**config.mk**
```make
export PLATFORM = sky130hd
export DESIGN_NAME = object_cache_slot_manager_top
export DESIGN_NICKNAME = d
export VERILOG_FILES = /design/src/rtl/ocsm_pkg.sv /design/src/rtl/ocsm_top.sv /design/src/rtl/ocsm_entry_store.sv /design/src/rtl/ocsm_scan_unit.sv
export SDC_FILE = /design/constraint.sdc
export NUM_CORES = 2
export LEC_CHECK = 0
export BUFFER_PORTS_ARGS = -buffer_cell sky130_fd_sc_hd__buf_2
export CAP_MARGIN = 20
export CORE_ASPECT_RATIO = 1.5
export CORE_MARGIN = 2
export CORE_UTILIZATION = 34
export DETAILED_ROUTE_END_ITERATION = 12
export SETUP_SLACK_MARGIN = 0.02
export SYNTH_ARGS = -nofsm -noshare
export SYNTH_HDL_FRONTEND = slang
export SYNTH_SLANG_ARGS = --single-unit
```
**constraint.sdc**
```tcl
create_clock -name clk -period 13.53 [get_ports clk]
set_input_delay 0 -clock clk [delete_from_list [all_inputs] [get_ports clk]]
set_output_delay 0 -clock clk [all_outputs]
set_load 0.05 [all_outputs]
```
**src/rtl/ocsm_pkg.sv**
```systemverilog
`timescale 1ns / 1ps
// ----------------------------------------------------------------------------
// ocsm_pkg
// Shared types and constants of the object cache slot manager.
// ----------------------------------------------------------------------------
package ocsm_pkg;

  localparam int ENTRIES  = 16;
  localparam int KEY_BITS = 64;
  localparam int IDX_W    = (ENTRIES > 1) ? $clog2(ENTRIES) : 1;
  localparam int AGE_W    = 14;
  localparam int SLOT_W   = 4;

  localparam logic [AGE_W-1:0] TOP_AGE = AGE_W'(9999);

  localparam logic CMD_LOOKUP = 1'b0;
  localparam logic CMD_INSERT = 1'b1;

  typedef struct packed {
    logic        cmd;
    logic [63:0] key;
  } in_t;

  typedef struct packed {
    logic              hit;
    logic [SLOT_W-1:0] slot;
  } out_t;

  // One entry as seen at the store's read port.
  typedef struct packed {
    logic                valid;
    logic [KEY_BITS-1:0] tag;
    logic [AGE_W-1:0]    age;
  } entry_t;

  // Insert write from the sequencer to the store.
  typedef struct packed {
    logic                we;
    logic [IDX_W-1:0]    idx;
    logic [KEY_BITS-1:0] tag;
  } wr_t;

  // Verdict of the shared compare unit for one entry.
  typedef struct packed {
    logic match;
    logic empty;
    logic younger;
  } scan_t;

  function automatic logic [SLOT_W-1:0] to_slot(input logic [IDX_W-1:0] idx);
    to_slot = SLOT_W'(idx);
  endfunction

endpackage

```
**src/rtl/ocsm_top.sv**
```systemverilog
`timescale 1ns / 1ps
// ----------------------------------------------------------------------------
// object_cache_slot_manager_top
// Fully associative tag store of a small object cache, FIFO replacement.
// ----------------------------------------------------------------------------
// A transaction is accepted when start is high while busy is low; busy then
// stays high until its result is out. A lookup walks the entries one per
// cycle through a single compare unit and stops at the first valid match;
// the result is strobed on out_valid for one cycle right after the last
// entry visited. An insert walks the entries the same way to find its
// victim (the first empty entry ends the walk early, otherwise all ENTRIES (16)
// are visited for the lowest age) and then writes the tag store in a write
// state, after which its result is strobed the same way. busy
// drops in the cycle the result is shown, so a new transaction can start
// there. There is no backpressure on the result side: out_valid is a
// one-cycle strobe and the receiver must take it.
// ----------------------------------------------------------------------------
module object_cache_slot_manager_top (
  input  logic           clk,
  input  logic           rst_n,
  input  logic           start,
  output logic           busy,
  input  ocsm_pkg::in_t  in_req,
  output logic           out_valid,
  output ocsm_pkg::out_t out_rsp
);

  typedef enum logic [1:0] {
    ST_IDLE,
    ST_SCAN,
    ST_WRITE
  } state_t;

  state_t                          state_r,   state_nxt;
  logic                            cmd_r,     cmd_nxt;
  logic [ocsm_pkg::KEY_BITS-1:0]   key_r,     key_nxt;
  logic [ocsm_pkg::IDX_W-1:0]      idx_r,     idx_nxt;
  logic [ocsm_pkg::IDX_W-1:0]      best_r,    best_nxt;
  logic [ocsm_pkg::AGE_W-1:0]      min_age_r, min_age_nxt;
  logic                            out_valid_r, out_valid_nxt;
  ocsm_pkg::out_t                  out_rsp_r, out_rsp_nxt;

  ocsm_pkg::entry_t                rd_entry;
  ocsm_pkg::scan_t                 verdict;
  ocsm_pkg::wr_t                   wr;
  logic                            last_idx;

  // Tag store and the shared compare unit.
  ocsm_entry_store u_store (
    .clk      (clk),
    .rst_n    (rst_n),
    .rd_idx   (idx_r),
    .rd_entry (rd_entry),
    .wr       (wr)
  );

  ocsm_scan_unit u_scan (
    .entry   (rd_entry),
    .key     (key_r),
    .min_age (min_age_r),
    .verdict (verdict)
  );

  assign last_idx = (idx_r == ocsm_pkg::IDX_W'(ocsm_pkg::ENTRIES - 1));

  // Store write happens in the write state, at the victim found by the scan.
  assign wr.we  = (state_r == ST_WRITE);
  assign wr.idx = best_r;
  assign wr.tag = key_r;

  always_comb begin
    state_nxt     = state_r;
    cmd_nxt       = cmd_r;
    key_nxt       = key_r;
    idx_nxt       = idx_r;
    best_nxt      = best_r;
    min_age_nxt   = min_age_r;
    out_valid_nxt = 1'b0;
    out_rsp_nxt   = out_rsp_r;

    case (state_r)
      ST_IDLE: begin
        if (start) begin
          cmd_nxt     = in_req.cmd;
          key_nxt     = in_req.key[ocsm_pkg::KEY_BITS-1:0];
          idx_nxt     = '0;
          best_nxt    = '0;
          // victim search starts at top age, default entry 0
          min_age_nxt = ocsm_pkg::TOP_AGE;
          state_nxt   = ST_SCAN;
        end
      end

      ST_SCAN: begin
        if (cmd_r == ocsm_pkg::CMD_LOOKUP) begin
          if (verdict.match) begin
            out_valid_nxt    = 1'b1;
            out_rsp_nxt.hit  = 1'b1;
            out_rsp_nxt.slot = ocsm_pkg::to_slot(idx_r);
            state_nxt        = ST_IDLE;
          end else if (last_idx) begin
            out_valid_nxt    = 1'b1;
            out_rsp_nxt.hit  = 1'b0;
            out_rsp_nxt.slot = '0;
            state_nxt        = ST_IDLE;
          end else begin
            idx_nxt = idx_r + ocsm_pkg::IDX_W'(1);
          end
        end else begin
          if (verdict.empty) begin
            // first empty entry wins outright
            best_nxt  = idx_r;
            state_nxt = ST_WRITE;
          end else begin
            if (verdict.younger) begin
              best_nxt    = idx_r;
              min_age_nxt = rd_entry.age;
            end
            if (last_idx) begin
              state_nxt = ST_WRITE;
            end else begin
              idx_nxt = idx_r + ocsm_pkg::IDX_W'(1);
            end
          end
        end
      end

      ST_WRITE: begin
        out_valid_nxt    = 1'b1;
        out_rsp_nxt.hit  = 1'b0;
        out_rsp_nxt.slot = ocsm_pkg::to_slot(best_r);
        state_nxt        = ST_IDLE;
      end

      default: begin
        state_nxt = ST_IDLE;
      end
    endcase
  end

  always_ff @(posedge clk) begin
    if (!rst_n) begin
      state_r     <= ST_IDLE;
      out_valid_r <= 1'b0;
    end else begin
      state_r     <= state_nxt;
      out_valid_r <= out_valid_nxt;
      cmd_r       <= cmd_nxt;
      key_r       <= key_nxt;
      idx_r       <= idx_nxt;
      best_r      <= best_nxt;
      min_age_r   <= min_age_nxt;
      out_rsp_r   <= out_rsp_nxt;
    end
  end

  assign busy      = (state_r != ST_IDLE);
  assign out_valid = out_valid_r;
  assign out_rsp   = out_rsp_r;

  // --------------------------------------------------------------------------
  // Assertions
  // --------------------------------------------------------------------------

  // a result only follows a cycle of work
  a_result_after_work: assert property (@(posedge clk) disable iff (!rst_n)
    out_valid_r |-> $past(state_r != ST_IDLE))
    else $error("result strobe without a transaction in flight");

  // an insert never reports a hit
  a_insert_no_hit: assert property (@(posedge clk) disable iff (!rst_n)
    (out_valid_r && out_rsp_r.hit) |-> $past(cmd_r == ocsm_pkg::CMD_LOOKUP))
    else $error("hit reported for an insert");

  // an accepted transaction makes the block busy
  a_accept_busy: assert property (@(posedge clk) disable iff (!rst_n)
    (start && !busy) |=> busy)
    else $error("accepted transaction did not raise busy");

  // the store is written only at the end of an insert scan
  a_write_after_insert: assert property (@(posedge clk) disable iff (!rst_n)
    (state_r == ST_WRITE) |-> (cmd_r == ocsm_pkg::CMD_INSERT && $past(state_r == ST_SCAN)))
    else $error("store write outside an insert");

endmodule

```
**src/rtl/ocsm_entry_store.sv**
```systemverilog
`timescale 1ns / 1ps
// ----------------------------------------------------------------------------
// ocsm_entry_store
// Valid bits, tags and ages of all entries; one read port, insert update.
// ----------------------------------------------------------------------------
module ocsm_entry_store (
  input  logic                    clk,
  input  logic                    rst_n,
  input  logic [ocsm_pkg::IDX_W-1:0] rd_idx,
  output ocsm_pkg::entry_t        rd_entry,
  input  ocsm_pkg::wr_t           wr
);

  logic                            valid_r [ocsm_pkg::ENTRIES];
  logic [ocsm_pkg::KEY_BITS-1:0]   tag_r   [ocsm_pkg::ENTRIES];
  logic [ocsm_pkg::AGE_W-1:0]      age_r   [ocsm_pkg::ENTRIES];
  logic [ocsm_pkg::AGE_W-1:0]      age_nxt [ocsm_pkg::ENTRIES];

  assign rd_entry.valid = valid_r[rd_idx];
  assign rd_entry.tag   = tag_r[rd_idx];
  assign rd_entry.age   = age_r[rd_idx];

  // written entry goes to top age, every other valid entry ages by one (floor 0)
  always_comb begin
    for (int i = 0; i < ocsm_pkg::ENTRIES; i++) begin
      age_nxt[i] = age_r[i];
      if (wr.we) begin
        if (wr.idx == ocsm_pkg::IDX_W'(i)) begin
          age_nxt[i] = ocsm_pkg::TOP_AGE;
        end else if (valid_r[i] && (age_r[i] != '0)) begin
          age_nxt[i] = age_r[i] - ocsm_pkg::AGE_W'(1);
        end
      end
    end
  end

  always_ff @(posedge clk) begin
    if (!rst_n) begin
      for (int i = 0; i < ocsm_pkg::ENTRIES; i++) begin
        valid_r[i] <= 1'b0;
        age_r[i]   <= '0;
      end
    end else begin
      for (int i = 0; i < ocsm_pkg::ENTRIES; i++) begin
        age_r[i] <= age_nxt[i];
      end
      if (wr.we) begin
        valid_r[wr.idx] <= 1'b1;
      end
    end
  end

  always_ff @(posedge clk) begin
    if (wr.we) begin
      tag_r[wr.idx] <= wr.tag;
    end
  end

endmodule

```
**src/rtl/ocsm_scan_unit.sv**
```systemverilog
`timescale 1ns / 1ps
// ----------------------------------------------------------------------------
// ocsm_scan_unit
// Shared compare unit: tag match and age compare for the entry under scan.
// ----------------------------------------------------------------------------
module ocsm_scan_unit (
  input  ocsm_pkg::entry_t              entry,
  input  logic [ocsm_pkg::KEY_BITS-1:0] key,
  input  logic [ocsm_pkg::AGE_W-1:0]    min_age,
  output ocsm_pkg::scan_t               verdict
);

  assign verdict.match   = entry.valid && (entry.tag == key);
  assign verdict.empty   = !entry.valid;
  assign verdict.younger = entry.valid && (entry.age < min_age);

endmodule

```
* Word-level counts from Yosys, hierarchy flattened
Memories as Yosys holds them, arrays and structs flattened. A register that Yosys moved wholly into a read port is not among the register bits.
Cells that the tools add are included.
** Storage, ports and cells
- Register bits after elaboration :: 95
- RAM bits :: 1264
- Output and inout bits :: 7
- Logic and storage cells :: 228
- Memories :: 3
** Memories
- u_store.tag_r :: words 16, bits a word 64, read ports 1, clocked after memory_dff 1, write ports 1, RTL line ocsm_entry_store.sv:15 : logic [ocsm_pkg::KEY_BITS-1:0] tag_r [ocsm_pkg::ENTRIES];
- u_store.age_r :: words 16, bits a word 14, read ports 17, clocked after memory_dff 1, write ports 16, RTL line ocsm_entry_store.sv:16 : logic [ocsm_pkg::AGE_W-1:0] age_r [ocsm_pkg::ENTRIES];
- u_store.valid_r :: words 16, bits a word 1, read ports 17, clocked after memory_dff 1, write ports 16, RTL line ocsm_entry_store.sv:14 : logic valid_r [ocsm_pkg::ENTRIES];
** Cells by class
- Add/sub/neg operators :: 17
- Magnitude comparators :: 1
- Equal/unequal tests :: 30
- Muxes and demuxes :: 106
- Bitwise logic cells :: 16
- Reduce and logical (&&, ||, !) cells :: 46
** Operator list (number)
- two-way mux 14 bit :: 68
- nonzero test 14 bit :: 16
- subtractor 14 x 1 -> 14 bit, second input constant :: 16
- == test 64 bit :: 1
- two-way mux 4 bit :: 12
- == test 4 bit, second input constant :: 9
- case mux 14 bit (2 select lines) :: 1
- logical AND 1 bit :: 18
- == test 4 x 3 -> 1 bit, second input constant :: 4
- OR 1 bit :: 16
- case mux 4 bit (2 select lines) :: 2
- two-way mux 5 bit :: 3
- less-than comparator 14 bit :: 1
- two-way mux 2 bit :: 6
- two-way mux 1 bit :: 11
- case mux 5 bit (2 select lines) :: 1
- AND reduction 5 bit :: 2
- == test 4 x 2 -> 1 bit, second input constant :: 2
- != test 2 bit, second input constant :: 3
- != test 3 x 2 -> 1 bit, second input constant :: 2
- != test 3 bit, second input constant :: 2
- AND reduction 3 bit :: 2
- AND reduction 6 bit :: 1
- nonzero test 2 bit :: 3
- other kinds (13) :: 14

* Longest topological paths before layout
- Depth in word-level cells :: 6
- Gate-level depth with buffers :: 20
- Gate-level depth less buffers :: 13

* By module
Synthesis repeated with hierarchy kept, for this count alone.
** Unflattened totals
- Cells, all modules :: 3201
- Area total of the unflattened synthesis :: 56111.3 um^2
** Modules (own cells, without submodules)
- ocsm_entry_store :: times used 1, cells each 2891, area an instance 51735.9 um^2, seq. area each 35554.1 um^2
- object_cache_slot_manager_top :: times used 1, cells each 167, area an instance 3308.2 um^2, seq. area each 2822.7 um^2
- ocsm_scan_unit :: times used 1, cells each 143, area an instance 1067.3 um^2, seq. area each 0.0 um^2

* Worst setup path before layout
No wires, ideal clock.
- Path type :: flip-flop to flip-flop
- Start point :: reg (tool-made name)
- End point :: reg min_age_r[0] (netlist bit), enable pin
- Library setup time :: 0.366 ns
- Data arrival time :: 4.839 ns
- Path slack :: 8.325 ns
- Cell stages (with the launch flop) :: 21
- Cell sequence :: dfxtp_1 > buf_6 > buf_6 > buf_6 > buf_4 > buf_2 > buf_1 > buf_2 > mux4_2 > mux4_2 > ha_1 > a21o_1 > a21o_1 > a21oi_1 > nor2b_1 > o21ai_0 > nand2b_1 > a21oi_1 > nor2b_1 > o41ai_1 > and2_1
** RTL lines
- end signal: assignment :: RTL line ocsm_top.sv:152 : min_age_r <= min_age_nxt;
- end: declaration :: RTL line ocsm_top.sv:39 : logic [ocsm_pkg::AGE_W-1:0] min_age_r, min_age_nxt;

==> results.cfg <==
[floorplan]
num_rows = 184
initial_core_util = 0.342
die_y_um = 507
io_pins = 75
die_width_um = 339
core_area_um2 = 168000
dieArea_um2 = 172000

[clock_tree]
cts_buffer_depth = 3
cts_setup_buffers = 0
cts_root_buffer = clkbuf_16
htreeDepth = 4
clk_latency_ns = 0.78
clock_sinks = 1363
cts_tree = yes
cts_buffers = 131
path_clk_slew_ns = 0.06

[route]
via_count = 33700
wl_per_cell_um = 26.3
drtPass1Iterations = 5
drtIter0Drc = 3024
vias_per_cell = 5.42
drc = 0
ant_nets = 0
drt_wl_total_um = 163000

[synthesis]
ys_seq_elements = 1363
syn_nets = 3725
ys_seq_area_frac = 0.671
synth-edff-count = 1116
synth_warnings = 0
synth_async_sr_flop_share = 0
mappedNetlistArea_um2 = 57300
synth_cell_types = 88
yosys_most_used_dff = edfxtp_1
syn_avg_cell_area_um2 = 15.8
synthCells = 3623

[global_routing]
track_usage = 0.187
gr-total-overflow = 0
grt_pass1_wl_um = 237000
grt_pass1_vias = 34100
grt_max_degree = 124
antenna_found_initial = 1

[power]
vdd_drop_max_mv = 0.129
cell_internal_pwr_mw = 7.77
p_per_area_nw_per_um2 = 170
power.leakage_nw = 21.7
netSwitchingFraction = 0.306
clkPwrFrac = 0.332
p_seq_frac = 0.435
switchingPower_mw = 3.42
combPwrFrac = 0.233

[worst_setup_path]
r2r_end = state_r[0]
cp.arrival_ns = 7.28
startpoint_type = flip-flop
end_kind = flip-flop
criticalPathCategory = flip-flop to flip-flop
worstRegToRegCells = 14
reg2reg_slack_ns = 6.96
crit_required_ns = 14.24
path_max_fanout = 123

[sta]
setup_tns_ns = 0
setup_viol = 0
period_minus_slack_ns = 6.57
rsz0062_at_grt = false
worst_pin_slew_ns = 1.14
drv_slew = 0
fin_skew_ns = 0.0298
max_freq_ghz = 0.152
hold_slack_ns = 0.0181
hold_violations = 0
period_share = 0.486
relSlewSlack = 0.240

[finish]
fillers = 15500
drive_gt1_frac = 0.171
final-seq-area_um2 = 38500
area_growth_syn_to_layout_pct = 14.9
fin_nets = 3974
multi_input_area_um2 = 17700

[min_path]
worstHoldPathType = input pin to flip-flop
min_to = key_r[49]
worstHoldPathCells = 2
hp-start = in_req[49]

[job]
cap_violations = 0

[placed_design]
io_buffers = 74
gp_congestion = 0.931
dp_hpwl_um = 103000

[status]
status = completed
[layout make-up]
class | count | area share
multi-input combinational | 2009 | 0.268
clock buffer | 163 | 0.0537
tap | 2232 | 0.0424
sequential | 1363 | 0.584
clock inverter | 76 | 0.0120
antenna | 3 | 0.000114
timing repair buffer | 270 | 0.0331
inverter | 97 | 0.00621
[sequential cells by signal, summed over array words and instances, names as in the netlist, named ones only]
| register | count |
|---|---|
| cmd_r | 1 |
| u_store.age_r | 224 |
| out_valid | 1 |
| key_r | 64 |
| u_store.valid_r | 16 |
| u_store.tag_r | 1024 |
| out_rsp | 5 |
| min_age_r | 14 |
| state_r | 2 |
| best_r | 4 |
| idx_r | 4 |
[per-layer routing]
metal,track usage,share of wire
met5,0,0
met4,0.105,0.060
met3,0.0256,0.046
met2,0.339,0.52
met1,0.212,0.37
[power by group through the flow]
stage | registers [mW] | logic (mW) | clock network (mW)
after global placement | 4.95 | 2.57 | 0
final | 4.87 | 2.61 | 3.72
after CTS | 4.87 | 2.62 | 3.79
after floorplan | 4.87 | 1.80 | 0
after detailed placement | 4.96 | 2.58 | 0
after global routing | 4.88 | 2.74 | 3.94
[through the flow]
step | std cells | area [um2] | setup slack (ns) | utilization | total power [mW]
after floorplan | 3623 | 57300 | 8.32 | - | 6.67
after global placement | 5847 | 60300 | 6.96 | 0.360 | 7.52
after detailed placement | 5849 | 60300 | 6.90 | 0.360 | 7.54
after CTS | 6210 | 65800 | 6.82 | 0.393 | 11.3
after global routing | 6211 | 65800 | 6.51 | 0.393 | 11.6
final | 6213 | 65900 | 6.96 | 0.393 | 11.2
[Yosys cell counts, types with 11 or more instances]
cell | instances | area [um2]
o21a_1 | 20 | 150
edfxtp_1 | 1116 | 33500
a21oi_1 | 169 | 846
nor2b_1 | 18 | 113
o22ai_1 | 15 | 93.8
nor3_1 | 76 | 380
clkbuf_1 | 69 | 259
nand2_1 | 179 | 672
a22oi_1 | 54 | 405
buf_6 | 11 | 124
mux4_2 | 261 | 5880
nand3_1 | 46 | 230
nand3b_1 | 16 | 120
o21ai_0 | 41 | 205
and3_1 | 16 | 100
buf_1 | 11 | 41.3
a22o_1 | 15 | 131
nor2_1 | 250 | 938
xor2_1 | 91 | 797
nand4_1 | 27 | 169
a31oi_1 | 18 | 113
and2_1 | 26 | 163
buf_2 | 47 | 235
mux2_2 | 24 | 270
inv_1 | 96 | 360
nor4_1 | 59 | 369
ha_1 | 34 | 425
xnor2_1 | 139 | 1220
nand2b_1 | 31 | 194
mux2i_1 | 164 | 1640
buf_4 | 11 | 82.6
a221oi_1 | 20 | 175
dfxtp_1 | 247 | 4940
or3_1 | 22 | 138
or4_1 | 18 | 135
[critical path, stage by stage, from the launching register on]
cell           delay (ns)
dfxtp_4              0.50
buf_12               0.54
buf_4                0.79
buf_4                0.78
mux2i_1              0.17
a22o_1               0.28
o21a_1               0.20
a221oi_1             0.66
a21boi_0             0.31
nor4_1               0.31
and4b_1              0.31
nand4_4              0.26
a31oi_1              0.28
mux2i_1              0.19
dlygate4sd3_1        0.55
[logic make-up (layout without fill, tap and decap cells)]
logic type / after synthesis / after routing / synth area share
flip-flops: 1363 / 1363 / 0.671
AND/OR/NAND/NOR: 830 / 830 / 0.0719
multiplexers: 459 / 459 / 0.140
AO/OA/AOI/OAI: 456 / 456 / 0.0531
buffers and inverters: 251 / 606 / 0.0210
XOR/XNOR: 230 / 230 / 0.0351
adder cells (fa/ha/maj): 34 / 34 / 0.00742
other: 0 / 3 / 0
[worst max-delay path by stage]
stage / slack [ns] / from / depth (start not counted) / end
2_1_floorplan: 8.32 / flip-flop / 20 / min_age_r[0]
3_3_place_gp: 6.96 / flip-flop / 13 / out_rsp[0]
3_5_place_dp: 6.90 / flip-flop / 13 / out_rsp[0]
4_1_cts: 6.82 / flip-flop / 14 / state_r[0]
5_1_grt: 6.51 / flip-flop / 14 / state_r[0]
6_report: 6.96 / flip-flop / 14 / state_r[0]
[cells in the final DEF (no fill, tap or decap), types with 21 or more instances in the layout]
master,count
nor3_1,76
clkbuf_1,23
buf_2,75
inv_1,78
xnor2_1,139
nor2_1,248
a21oi_1,169
nand2_1,179
o21ai_0,41
ha_1,34
clkinv_1,21
clkbuf_16,135
nand2b_1,31
mux2_2,24
clkinv_2,22
nand3_1,46
and2_1,26
xor2_1,91
buf_4,70
a22oi_1,54
or3_1,22
edfxtp_1,1116
mux4_2,261
nand4_1,27
dfxtp_1,243
mux2i_1,164
nor4_1,59
dlygate4sd3_1,122
[repair_timing]
item,CTS,global route
hold buffers,122,0
resized for setup,0,0
endpoints found under the setup margin,0,0
hold endpoints to repair,101,0
Note: power is estimated with default switching activity, not from simulation.
